$ cat src/sv/lbgm_pkg.sv
// Shared types, constants and reset values for the lidar beam grid marker.
`timescale 1ns / 1ps
package lbgm_pkg;

	localparam int GRID_WIDTH_DEF  = 512;
	localparam int GRID_HEIGHT_DEF = 512;

	localparam logic [15:0] RANGE_INF      = 16'hFFFF;
	localparam logic signed [16:0] TILT_MARGIN_MM = 17'sd6000;

	localparam logic [15:0] CPM_RST    = 16'd655;
	localparam logic [17:0] ORIGIN_RST = 18'd237144;
	localparam logic [15:0] MIN_RST    = 16'd100;
	localparam logic [15:0] MAX_RST    = 16'd12000;
	localparam logic [15:0] START_RST  = 16'h8000;
	localparam logic [15:0] STEP_RST   = 16'd182;

	localparam int PADDR_W = 5;

	typedef enum logic [2:0] {
		REG_CPM    = 3'd0,
		REG_ORIG_X = 3'd1,
		REG_ORIG_Y = 3'd2,
		REG_MIN    = 3'd3,
		REG_MAX    = 3'd4,
		REG_START  = 3'd5,
		REG_STEP   = 3'd6
	} reg_idx_t;

	typedef enum logic [2:0] {
		ST_MARKED    = 3'd0,
		ST_RANGE_REJ = 3'd1,
		ST_ROBOT_OFF = 3'd2,
		ST_BEAM_OFF  = 3'd3,
		ST_READ      = 3'd4
	} status_t;

	typedef enum logic {
		CLR_SWEEP,
		CLR_RUN
	} clr_state_t;

	typedef struct packed {
		logic [15:0] cells_per_mm_q16;
		logic [17:0] origin_x_mm;
		logic [17:0] origin_y_mm;
		logic [15:0] min_range_mm;
		logic [15:0] max_range_mm;
		logic [15:0] start_angle;
		logic [15:0] angle_step;
	} cfg_t;

	// pipeline control from the grid stage back to the geometry stages
	typedef struct packed {
		logic adv;
		logic accept;
	} pipe_ctl_t;

	// request leaving the geometry pipeline
	typedef struct packed {
		logic        valid;
		logic        is_read;
		logic        mark;
		logic        rd_ok;
		status_t     status;
		logic [17:0] cell_index;
	} geo_out_t;

endpackage

$ cat src/sv/lbgm_regs.sv
// APB configuration registers.
`timescale 1ns / 1ps
module lbgm_regs import lbgm_pkg::*; (
	input  logic               clk,
	input  logic               arst_n,
	input  logic               psel,
	input  logic               penable,
	input  logic               pwrite,
	input  logic [PADDR_W-1:0] paddr,
	input  logic [31:0]        pwdata,
	output logic [31:0]        prdata,
	output logic               pready,
	output cfg_t               cfg
);

	cfg_t     cfg_q;
	reg_idx_t idx;

	assign idx    = reg_idx_t'(paddr[PADDR_W-1:2]);
	assign pready = 1'b1;
	assign cfg    = cfg_q;

	always_ff @(posedge clk or negedge arst_n) begin
		if (!arst_n) begin
			cfg_q.cells_per_mm_q16 <= CPM_RST;
			cfg_q.origin_x_mm      <= ORIGIN_RST;
			cfg_q.origin_y_mm      <= ORIGIN_RST;
			cfg_q.min_range_mm     <= MIN_RST;
			cfg_q.max_range_mm     <= MAX_RST;
			cfg_q.start_angle      <= START_RST;
			cfg_q.angle_step       <= STEP_RST;
		end else if (psel && penable && pwrite) begin
			unique case (idx)
				REG_CPM:    cfg_q.cells_per_mm_q16 <= pwdata[15:0];
				REG_ORIG_X: cfg_q.origin_x_mm      <= pwdata[17:0];
				REG_ORIG_Y: cfg_q.origin_y_mm      <= pwdata[17:0];
				REG_MIN:    cfg_q.min_range_mm     <= pwdata[15:0];
				REG_MAX:    cfg_q.max_range_mm     <= pwdata[15:0];
				REG_START:  cfg_q.start_angle      <= pwdata[15:0];
				REG_STEP:   cfg_q.angle_step       <= pwdata[15:0];
				default: ;
			endcase
		end
	end

	always_comb begin
		unique case (idx)
			REG_CPM:    prdata = {16'b0, cfg_q.cells_per_mm_q16};
			REG_ORIG_X: prdata = {{14{cfg_q.origin_x_mm[17]}}, cfg_q.origin_x_mm};
			REG_ORIG_Y: prdata = {{14{cfg_q.origin_y_mm[17]}}, cfg_q.origin_y_mm};
			REG_MIN:    prdata = {16'b0, cfg_q.min_range_mm};
			REG_MAX:    prdata = {16'b0, cfg_q.max_range_mm};
			REG_START:  prdata = {{16{cfg_q.start_angle[15]}}, cfg_q.start_angle};
			REG_STEP:   prdata = {{16{cfg_q.angle_step[15]}}, cfg_q.angle_step};
			default:    prdata = 32'b0;
		endcase
	end

endmodule

$ cat config.mk
export PLATFORM = sky130hd
export DESIGN_NAME = lbgm_regs
export DESIGN_NICKNAME = d
export VERILOG_FILES = /design/src/sv/lbgm_pkg.sv /design/src/sv/lbgm_regs.sv
export SDC_FILE = /design/constraint.sdc
export NUM_CORES = 1
export LEC_CHECK = 0
export ABC_AREA = 0
export BUFFER_PORTS_ARGS = -buffer_cell sky130_fd_sc_hd__buf_2
export CELL_PAD_IN_SITES_DETAIL_PLACEMENT = 0
export CELL_PAD_IN_SITES_GLOBAL_PLACEMENT = 1
export CORE_ASPECT_RATIO = 1.4
export CORE_UTILIZATION = 41
export CTS_BUF_LIST = sky130_fd_sc_hd__clkbuf_2 sky130_fd_sc_hd__clkbuf_4 sky130_fd_sc_hd__clkbuf_8
export DETAILED_ROUTE_END_ITERATION = 10
export PLACE_DENSITY_LB_ADDON = 0.1
export SYNTH_ARGS = -nofsm -noshare
export SYNTH_HDL_FRONTEND = slang
export SYNTH_SLANG_ARGS = --single-unit
$ cat constraint.sdc
create_clock -name clk -period 2.6 [get_ports clk]
set_input_delay 0.39 -clock clk [delete_from_list [all_inputs] [get_ports clk]]
set_output_delay 0.39 -clock clk [all_outputs]
set_load 0.005 [all_outputs]
==> key figures, run 1 <==
Logic synthesis
  – Ys Warns: 0
  – Post-Synthesis Cell Area: 5570 um2
  – Synth Flop Type: dfrtp_1
  – Yosys top cell area share: 33.3%
  – Commonest cells in the netlist: mux2_2 (101), dfrtp_1 (74), dfstp_2 (42)
  – Synth Area per Inst: 14.3 um2
  – Compound-Gate Fraction of Synth Area: 8.34%
  – Asr flop ratio synth: 100%
  – Yosys reg bits: 116
  – Count leader, synth: mux2_2
  – Syn_nets: 431
  – Unique masters post-synth: 37
  – Mux share of post-synthesis cell area: 30.0%
  – Seq/Total Area, Yosys: 53.1%
  – Cells after Synth: 389
  – Synth area leaders: dfrtp_1 (33%), mux2_2 (20%), dfstp_2 (20%)
  – Adder-cell share of the synthesized area: 0%
  – Synth Area in XOR/XNOR: 0%
  – Post-Synth Simple-Gate Area: 3.62%
  – Largest family of logic cells by synthesized area: multiplexers
  – Cell taking the most area after synthesis: dfrtp_1
  – EDFF count, synth: 0

Floorplanning
  – Height of the chip: 140 um
  – CORE AREA: 13300 um2
  – IO Count: 191
  – FP Rows: 50
  – Die Width: 101 um
  – Starting density of the core: 41.8%
  – Die ar.: 14100 um2

Routing
  – DRC: 0
  – Final WL: 15400 um
  – Routed vias: 3981
  – Uppermost layer routed: met4
  – WL met3: 814 um
  – DR iter-0 viols: 129
  – Via/cell ratio: 5.20
  – ANT nets after route: 0
  – Routed met1 length: 6320 um
  – Routed len/inst: 20.2 um
  – WL met2: 8110 um
  – Drt first pass iters: 6

STA
  – Worst Tran Pin Value: 937 ps
  – Hold_ws: 204 ps
  – Setup_tns: 0 ps
  – Slew margin rel.: 37.5%
  – Layout Skew: 0 ps
  – Fmax achieved: 0.432 GHz
  – Final WS setup: 283 ps
  – Period utilization: 89.1%
  – Fin. Hold Viols: 0
  – # setup viols final: 0
  – RSZ-0062 raised after global routing: no
  – Crit path time final: 2320 ps
  – Final Slew Violations: 0

Power and ir drop
  – Cell Pwr Density: 771 nW/um2
  – Leakage: 3.47 nW
  – VDD IR-drop max: 0.000395 V

Min path
  – Hold Crit Start: pwdata[17]
  – HP Class: in -> reg

Global routing
  – Vias in the first global route: 4265
  – Initial antenna violation count: 0
  – First-pass GRT wire length: 23800 um
  – Largest net degree at the start of global routing: 58
  – GRT overflow: 0
  – Overall Global Routing Usage: 23.0%

Cells and area
  – Layout cells sized above 1: 66.6%
  – Fill cell count: 1234
  – P&R area growth vs syn: 26.8%
  – Multi-input gate area: 2340 um2
  – Register Area: 2960 um2
  – Antenna diode count: 0
  – Final cell count without fillers: 765
  – Final nets: 612
  – Max reg flops: 116

CTS
  – CTS H-tree lvls: 4
  – # resized after CTS: 0
  – Clock Latency Late Sink: 430 ps
  – Setup Fix Bufs, Post-CTS: 0
  – CTS max path bufs: 2
  – Clock Sinks: 116
  – Root buffer cell: clkbuf_8
  – CTS tree: built
  – Num CTS Buffers: 17
  – Clk slew on worst S/H paths: 70 ps

Worst setup path
  – Critical R2R Capture: cfg[12]
  – Reg2reg path depth: 1
  – Worst setup EP type: output pin
  – Slack of the worst reg-to-reg path: 1790 ps
  – Critical Path Fanout Max: 14
  – Worst R2R Start: cfg[12]
  – Most Frequent Cell on Critical Path: buf_2
  – CP Cell Sequence: buf_2, nor2_2, a32oi_1, o211ai_1, buf_2
  – Critical path endpoint: prdata[5]
  – Startpoint types: primary input
  – Worst path arrival time: 1930 ps
  – Crit path required time: 2210 ps
  – CP max stage delay: 770 ps
  – Worst Setup SP: paddr[4]
  – Slowest CP cell: nor2_2
  – WS Path Type: in -> out

Run
  – Max-cap viol count: 0

Placed design
  – Pre-CTS WS: 286 ps
  – Dpl hpwl: 11000 um
  – # port buffers: 173
  – Placed insts: 732
  – RD Place Congestion: 0.743

Status
  – Status: complete, no violations
-- stage by stage --
| step | utilization [%] | power, mW | area, um2 |
|---|---|---|---|
| floorplan | - | 3.12 | 5570 |
| global placement | 49.8 | 3.72 | 6630 |
| detailed placement | 49.8 | 3.76 | 6630 |
| CTS | 53.0 | 5.52 | 7060 |
| global route | 53.0 | 5.74 | 7060 |
| finish | 53.0 | 5.44 | 7060 |
-- worst min-delay path by stage --
stage / slack (ps) / depth (start not counted) / end
finish: 200 / 2 / cfg[81]
global route: 200 / 2 / cfg[99]
CTS: 180 / 2 / cfg[81]
detailed placement: 440 / 1 / cfg[0]
global placement: 440 / 1 / cfg[44]
floorplan: 90 / 0 / cfg[0]
-- layout by cell type (no fill, tap or decap), types with 2 or more instances in the layout --
cell type,netlist,final
and3b_1,2,2
a32oi_1,11,11
clkinv_2,0,3
o21ai_0,3,3
buf_2,4,172
dfrtp_1,74,74
mux2_2,101,101
o211ai_1,10,10
clkbuf_8,0,19
a221oi_1,8,8
dfstp_2,42,42
mux2i_1,31,31
clkinvlp_4,0,3
nor2_4,2,2
a22oi_1,2,2
nor3_4,3,3
nor2b_1,2,2
nor2_2,2,3
clkbuf_4,0,4
buf_4,24,26
mux2_1,20,20
a211o_1,10,10
buf_12,0,2
bufinv_16,0,3
a21boi_0,10,10
-- power by group --
group          total [mW]  internal, mW  switching (mW)  leakage [nW]
clock                1.74          1.04           0.706         0.210
sequential           2.53          2.26           0.276          1.38
combinational        1.17         0.663           0.508          1.88
total                5.44          3.95            1.49          3.47
-- cell families (layout without fill, tap and decap cells) --
group | Yosys count | count (layout)
AO/OA/AOI/OAI | 58 | 58
other | 1 | 1
buffers and inverters | 41 | 235
multiplexers | 152 | 152
flip-flops | 116 | 116
AND/OR/NAND/NOR | 21 | 21
-- area by class of cell --
cell class / count / area share [%]
clock inverters: 9 / 1.81
multi-input cells: 232 / 33.2
repair buffers: 201 / 15.7
clock buffers: 23 / 4.13
well taps: 182 / 3.23
flip-flops and latches: 116 / 41.9
inverters: 2 / 0.106
-- repair_timing --
action / CTS / global route
setup endpoints to repair: 0 / 0
hold buffers: 1 / 0
endpoints found under the hold margin: 34 / 0
-- critical path: cells and delay by family --
family	cells	cell delay, ps
simple gates	1	770
compound gates	2	400
buf+inv	2	370
-- routing by layer --
metal  track usage [%]  up-vias
met4              7.32        0
met3              5.94       13
met5                 0        -
met2              40.6      128
li1                  -     1813
met1              27.0     2027
Note: power is estimated with default switching activity, not from simulation.
==> run 2, diff against run 1 <==
--- a/config.mk
+++ b/config.mk
@@ -13,7 +13,9 @@
 export CORE_UTILIZATION = 41
 export CTS_BUF_LIST = sky130_fd_sc_hd__clkbuf_2 sky130_fd_sc_hd__clkbuf_4 sky130_fd_sc_hd__clkbuf_8
 export DETAILED_ROUTE_END_ITERATION = 10
+export MAX_ROUTING_LAYER = met4
 export PLACE_DENSITY_LB_ADDON = 0.1
+export SKIP_CTS_REPAIR_TIMING = 1
 export SYNTH_ARGS = -nofsm -noshare
 export SYNTH_HDL_FRONTEND = slang
 export SYNTH_SLANG_ARGS = --single-unit
==> run 2 against run 1 <==
Total power is essentially flat. Flip-flop and latch count unchanged. Cell area did not move. Cell count stayed put. Die area is the same. Clock skew did not move. Sequential power hardly changed. Combinational power hardly changed. Sequential share of layout area stayed put. Critical path depth did not move.
==> key figures, run 2 (same netlist as run 1, synthesis figures left out) <==
Status
  – Status: complete, no violations

Routing
  – DRC: 0
  – Via/cell ratio: 5.22
  – DR iter-0 viols: 125
  – ANT nets after route: 0
  – Routed len/inst: 20.3 um
  – Final WL: 15500 um
  – Routed vias: 3994
  – Drt first pass iters: 6

STA
  – Period utilization: 89.1%
  – Fmax achieved: 0.432 GHz
  – Setup_tns: 0 ps
  – Final Slew Violations: 0
  – RSZ-0062 raised after global routing: no
  – # setup viols final: 0
  – Crit path time final: 2320 ps
  – Hold_ws: 202 ps
  – Slew margin rel.: 38.1%
  – Layout Skew: 0 ps
  – Worst Tran Pin Value: 928 ps
  – Fin. Hold Viols: 0

Floorplanning
  – Height of the chip: 140 um
  – Starting density of the core: 41.8%
  – IO Count: 191
  – CORE AREA: 13300 um2
  – Die ar.: 14100 um2
  – FP Rows: 50
  – Die Width: 101 um

CTS
  – Clk slew on worst S/H paths: 70 ps
  – CTS H-tree lvls: 4
  – CTS max path bufs: 2
  – Num CTS Buffers: 17
  – Clock Sinks: 116
  – CTS tree: built
  – Clock Latency Late Sink: 430 ps
  – Root buffer cell: clkbuf_8

Power and ir drop
  – Leakage: 3.47 nW
  – VDD IR-drop max: 0.000395 V
  – Cell Pwr Density: 772 nW/um2
  – Pwr Total: 5.45 mW

Cells and area
  – Util after Layout: 53.0%
  – Final nets: 612
  – P&R area growth vs syn: 26.8%
  – Design area: 7060 um2
  – Antenna diode count: 0
  – Commonest non-fill, non-tap cells in the layout: buf_2 (172), mux2_2 (101), dfrtp_1 (74)
  – Layout cells sized above 1: 66.6%
  – Commonest non-fill, non-tap cell in the layout: buf_2
  – Max reg flops: 116

Global routing
  – Vias in the first global route: 4257
  – GRT overflow: 0
  – Overall Global Routing Usage: 23.7%
  – Initial antenna violation count: 0
  – First-pass GRT wire length: 23700 um
  – Largest net degree at the start of global routing: 58

Placed design
  – RD Place Congestion: 0.752
  – Post-DP Area: 6630 um2
  – Dpl hpwl: 11000 um
  – # port buffers: 173

Worst setup path
  – Worst path arrival time: 1930 ps
  – Startpoint types: primary input
  – WS Path Type: in -> out
  – Critical Path Fanout Max: 14
  – Crit path required time: 2210 ps
  – Worst setup EP type: output pin

Run
  – Max-cap viol count: 0

Min path
  – HP Class: in -> reg
==> run 2: cell type report <==
| cell class | count | area [um2] |
|---|---|---|
| timing repair buffer | 201 | 1110 |
| fill | 1231 | 6260 |
| tap | 182 | 228 |
| multi-input combinational | 232 | 2340 |
| inverter | 2 | 7.51 |
| sequential | 116 | 2960 |
| clock buffer | 23 | 292 |
| clock inverter | 9 | 128 |
==> run 2: power by group <==
part / total [mW] / switching, mW / internal, mW
sequential: 2.53 / 0.277 / 2.26
clock: 1.75 / 0.710 / 1.04
combinational: 1.17 / 0.510 / 0.663
total: 5.45 / 1.50 / 3.95
==> run 2: worst paths after layout <==
kind,cells after the start,slack [ps],endpoint,start
setup / recovery,5,280,prdata[5],paddr[4]
hold / removal,2,200,cfg[81],pwdata[17]
setup reg to reg,1,1790,cfg[12],cfg[12]
hold reg to reg,1,510,cfg[106],cfg[106]
max in group asynchronous,3,1320,cfg[67],arst_n
min in group asynchronous,2,520,cfg[28],arst_n
==> run 2: metrics by stage <==
step / cells / worst slack, ps
final: 765 / 283
after global routing: 765 / 168
after CTS: 764 / 287
after detailed placement: 732 / 286
after global placement: 732 / 279
after floorplan: 389 / 49.4
==> run 2: layer usage <==
layer | vias up | global-route usage (%) | routed length (um)
li1 | 1812 | - | -
met5 | - | - | 0
met3 | 15 | 6.24 | 831
met2 | 129 | 40.6 | 8100
met4 | 0 | 6.64 | 201
met1 | 2038 | 27.0 | 6360
==> run 2: worst max-delay path: stages <==
cell      delay [ps]
buf_2            210
nor2_2           760
a32oi_1          240
o211ai_1         160
buf_2            160
==> run 3, diff against run 2 <==
==> constraint.sdc (replaced) <==
create_clock -name clk -period 2.55 [get_ports clk]
set_input_delay 0.3825 -clock clk [delete_from_list [all_inputs] [get_ports clk]]
set_output_delay 0.3825 -clock clk [all_outputs]
set_load 0.005 [all_outputs]
==> run 3 against run 2 <==
Cell count up 0.39%. Sequential share of layout area about the same. Largest cell class unchanged. Total power down 1.2%. Register-to-register slack worse by 60 ps. Via count up 0.33%. Clock power down 9%. Hold slack about the same. Critical path depth up 2. Flip-flop and latch count unchanged. Die area unchanged.
==> key figures, run 3 (same netlist as run 1, synthesis figures left out) <==
Status
  – Status: complete, no violations

Global routing
  – GRT overflow: 0
  – First-pass GRT wire length: 24200 um
  – Largest net degree at the start of global routing: 63
  – Overall Global Routing Usage: 24.2%
  – Initial antenna violation count: 0
  – Vias in the first global route: 4260

Cells and area
  – Commonest non-fill, non-tap cell in the layout: buf_2
  – P&R area growth vs syn: 26.8%
  – Final cell count without fillers: 768
  – Layout cells sized above 1: 66.7%
  – Design area: 7060 um2
  – Final nets: 615
  – Antenna diode count: 0
  – Commonest non-fill, non-tap cells in the layout: buf_2 (172), mux2_2 (101), dfrtp_1 (74)
  – Max reg flops: 116

Worst setup path
  – Slack of the worst reg-to-reg path: 1730 ps
  – Crit path required time: 2170 ps
  – Startpoint types: primary input
  – Reg2reg path depth: 1
  – Critical Path Fanout Max: 22
  – Worst R2R Start: cfg[6]
  – Critical R2R Capture: cfg[6]
  – Worst setup EP type: output pin
  – Worst path arrival time: 1780 ps
  – WS Path Type: in -> out

STA
  – Final WS setup: 392 ps
  – # setup viols final: 0
  – Layout Skew: 0 ps
  – RSZ-0062 raised after global routing: no
  – Fmax achieved: 0.463 GHz
  – Setup_tns: 0 ps
  – Hold_ws: 202 ps
  – Period utilization: 84.6%
  – Crit path time final: 2160 ps
  – Final Slew Violations: 0
  – Fin. Hold Viols: 0

Routing
  – Via/cell ratio: 5.22
  – Routed vias: 4007
  – Final WL: 15500 um
  – Drt first pass iters: 7
  – DR iter-0 viols: 178
  – Routed len/inst: 20.2 um
  – ANT nets after route: 0
  – DRC: 0

CTS
  – Clock Sinks: 116
  – Num CTS Buffers: 17
  – Root buffer cell: clkbuf_8
  – CTS H-tree lvls: 4
  – Clk slew on worst S/H paths: 70 ps
  – CTS max path bufs: 2
  – CTS tree: built
  – Clock Latency Late Sink: 420 ps

Floorplanning
  – IO Count: 191
  – Die Width: 101 um
  – Die ar.: 14100 um2
  – Height of the chip: 140 um
  – CORE AREA: 13300 um2
  – Starting density of the core: 41.8%
  – FP Rows: 50

Placed design
  – Placed insts: 735
  – Post-DP Area: 6680 um2
  – # port buffers: 173
  – Dpl hpwl: 11100 um
  – Pre-CTS WS: 398 ps
  – RD Place Congestion: 0.760

Min path
  – Hold Crit Start: pwdata[17]
  – Hold Path End: cfg[81]
  – Hold Crit Depth: 2
  – HP Class: in -> reg

Power and ir drop
  – VDD IR-drop max: 0.000305 V
  – Cell Pwr Density: 762 nW/um2
  – Leakage: 3.49 nW

Run
  – Max-cap viol count: 0
[run 3: cell types whose count changed in the layout (fill, tap and decap cells not counted)]
cell        change
clkbuf_8        +1
clkbuf_4        +1
buf_4           +1
clkinvlp_4      -3
clkinv_2        +3
buf_12          +2
bufinv_16       -2
[run 3: worst max path at each step]
stage / start / endpoint / slack, ps
after floorplan: paddr[3] / prdata[18] / 10
after global placement: paddr[2] / prdata[19] / 420
after detailed placement: paddr[2] / prdata[22] / 400
after CTS: paddr[3] / prdata[22] / 390
after global routing: paddr[2] / prdata[27] / 300
final: paddr[2] / prdata[22] / 390
[run 3: layer usage]
metal / vias to the layer above / part of all wire [%] / global-route usage [%] / routed length, um
met1: 2027 / 41 / 29.0 / 6430
li1: 1816 / - / - / -
met4: 0 / 1.6 / 8.85 / 250
met5: - / 0 / - / 0
met2: 144 / 53 / 39.7 / 8180
met3: 20 / 4.4 / 5.44 / 680
[run 3: critical path: stages]
cell and delay, ps:
buf_2 260, buf_12 220, nor2b_1 280, a32oi_1 150
o21ai_0 140, buf_4 200, buf_2 120
[run 3: cell type report]
| cell class | count | area [um2] |
|---|---|---|
| fill | 1244 | 6260 |
| sequential | 116 | 2960 |
| multi-input combinational | 232 | 2340 |
| timing repair buffer | 204 | 1150 |
| clock buffer | 25 | 313 |
| tap | 182 | 228 |
| clock inverter | 7 | 60.1 |
| inverter | 2 | 7.51 |
[run 3: per-stage QoR]
stage               utilization [%]  power (mW)
global placement               50.1        3.80
CTS                            52.9        5.47
floorplan                         -        3.18
finish                         53.0        5.38
global route                   53.0        5.70
detailed placement             50.1        3.84
[run 3: power by group]
part	total, mW	leakage [nW]	internal, mW	switching [mW]
sequential	2.58	1.38	2.30	0.279
combinational	1.21	1.90	0.683	0.529
clock	1.59	0.204	0.891	0.700
total	5.38	3.49	3.87	1.51
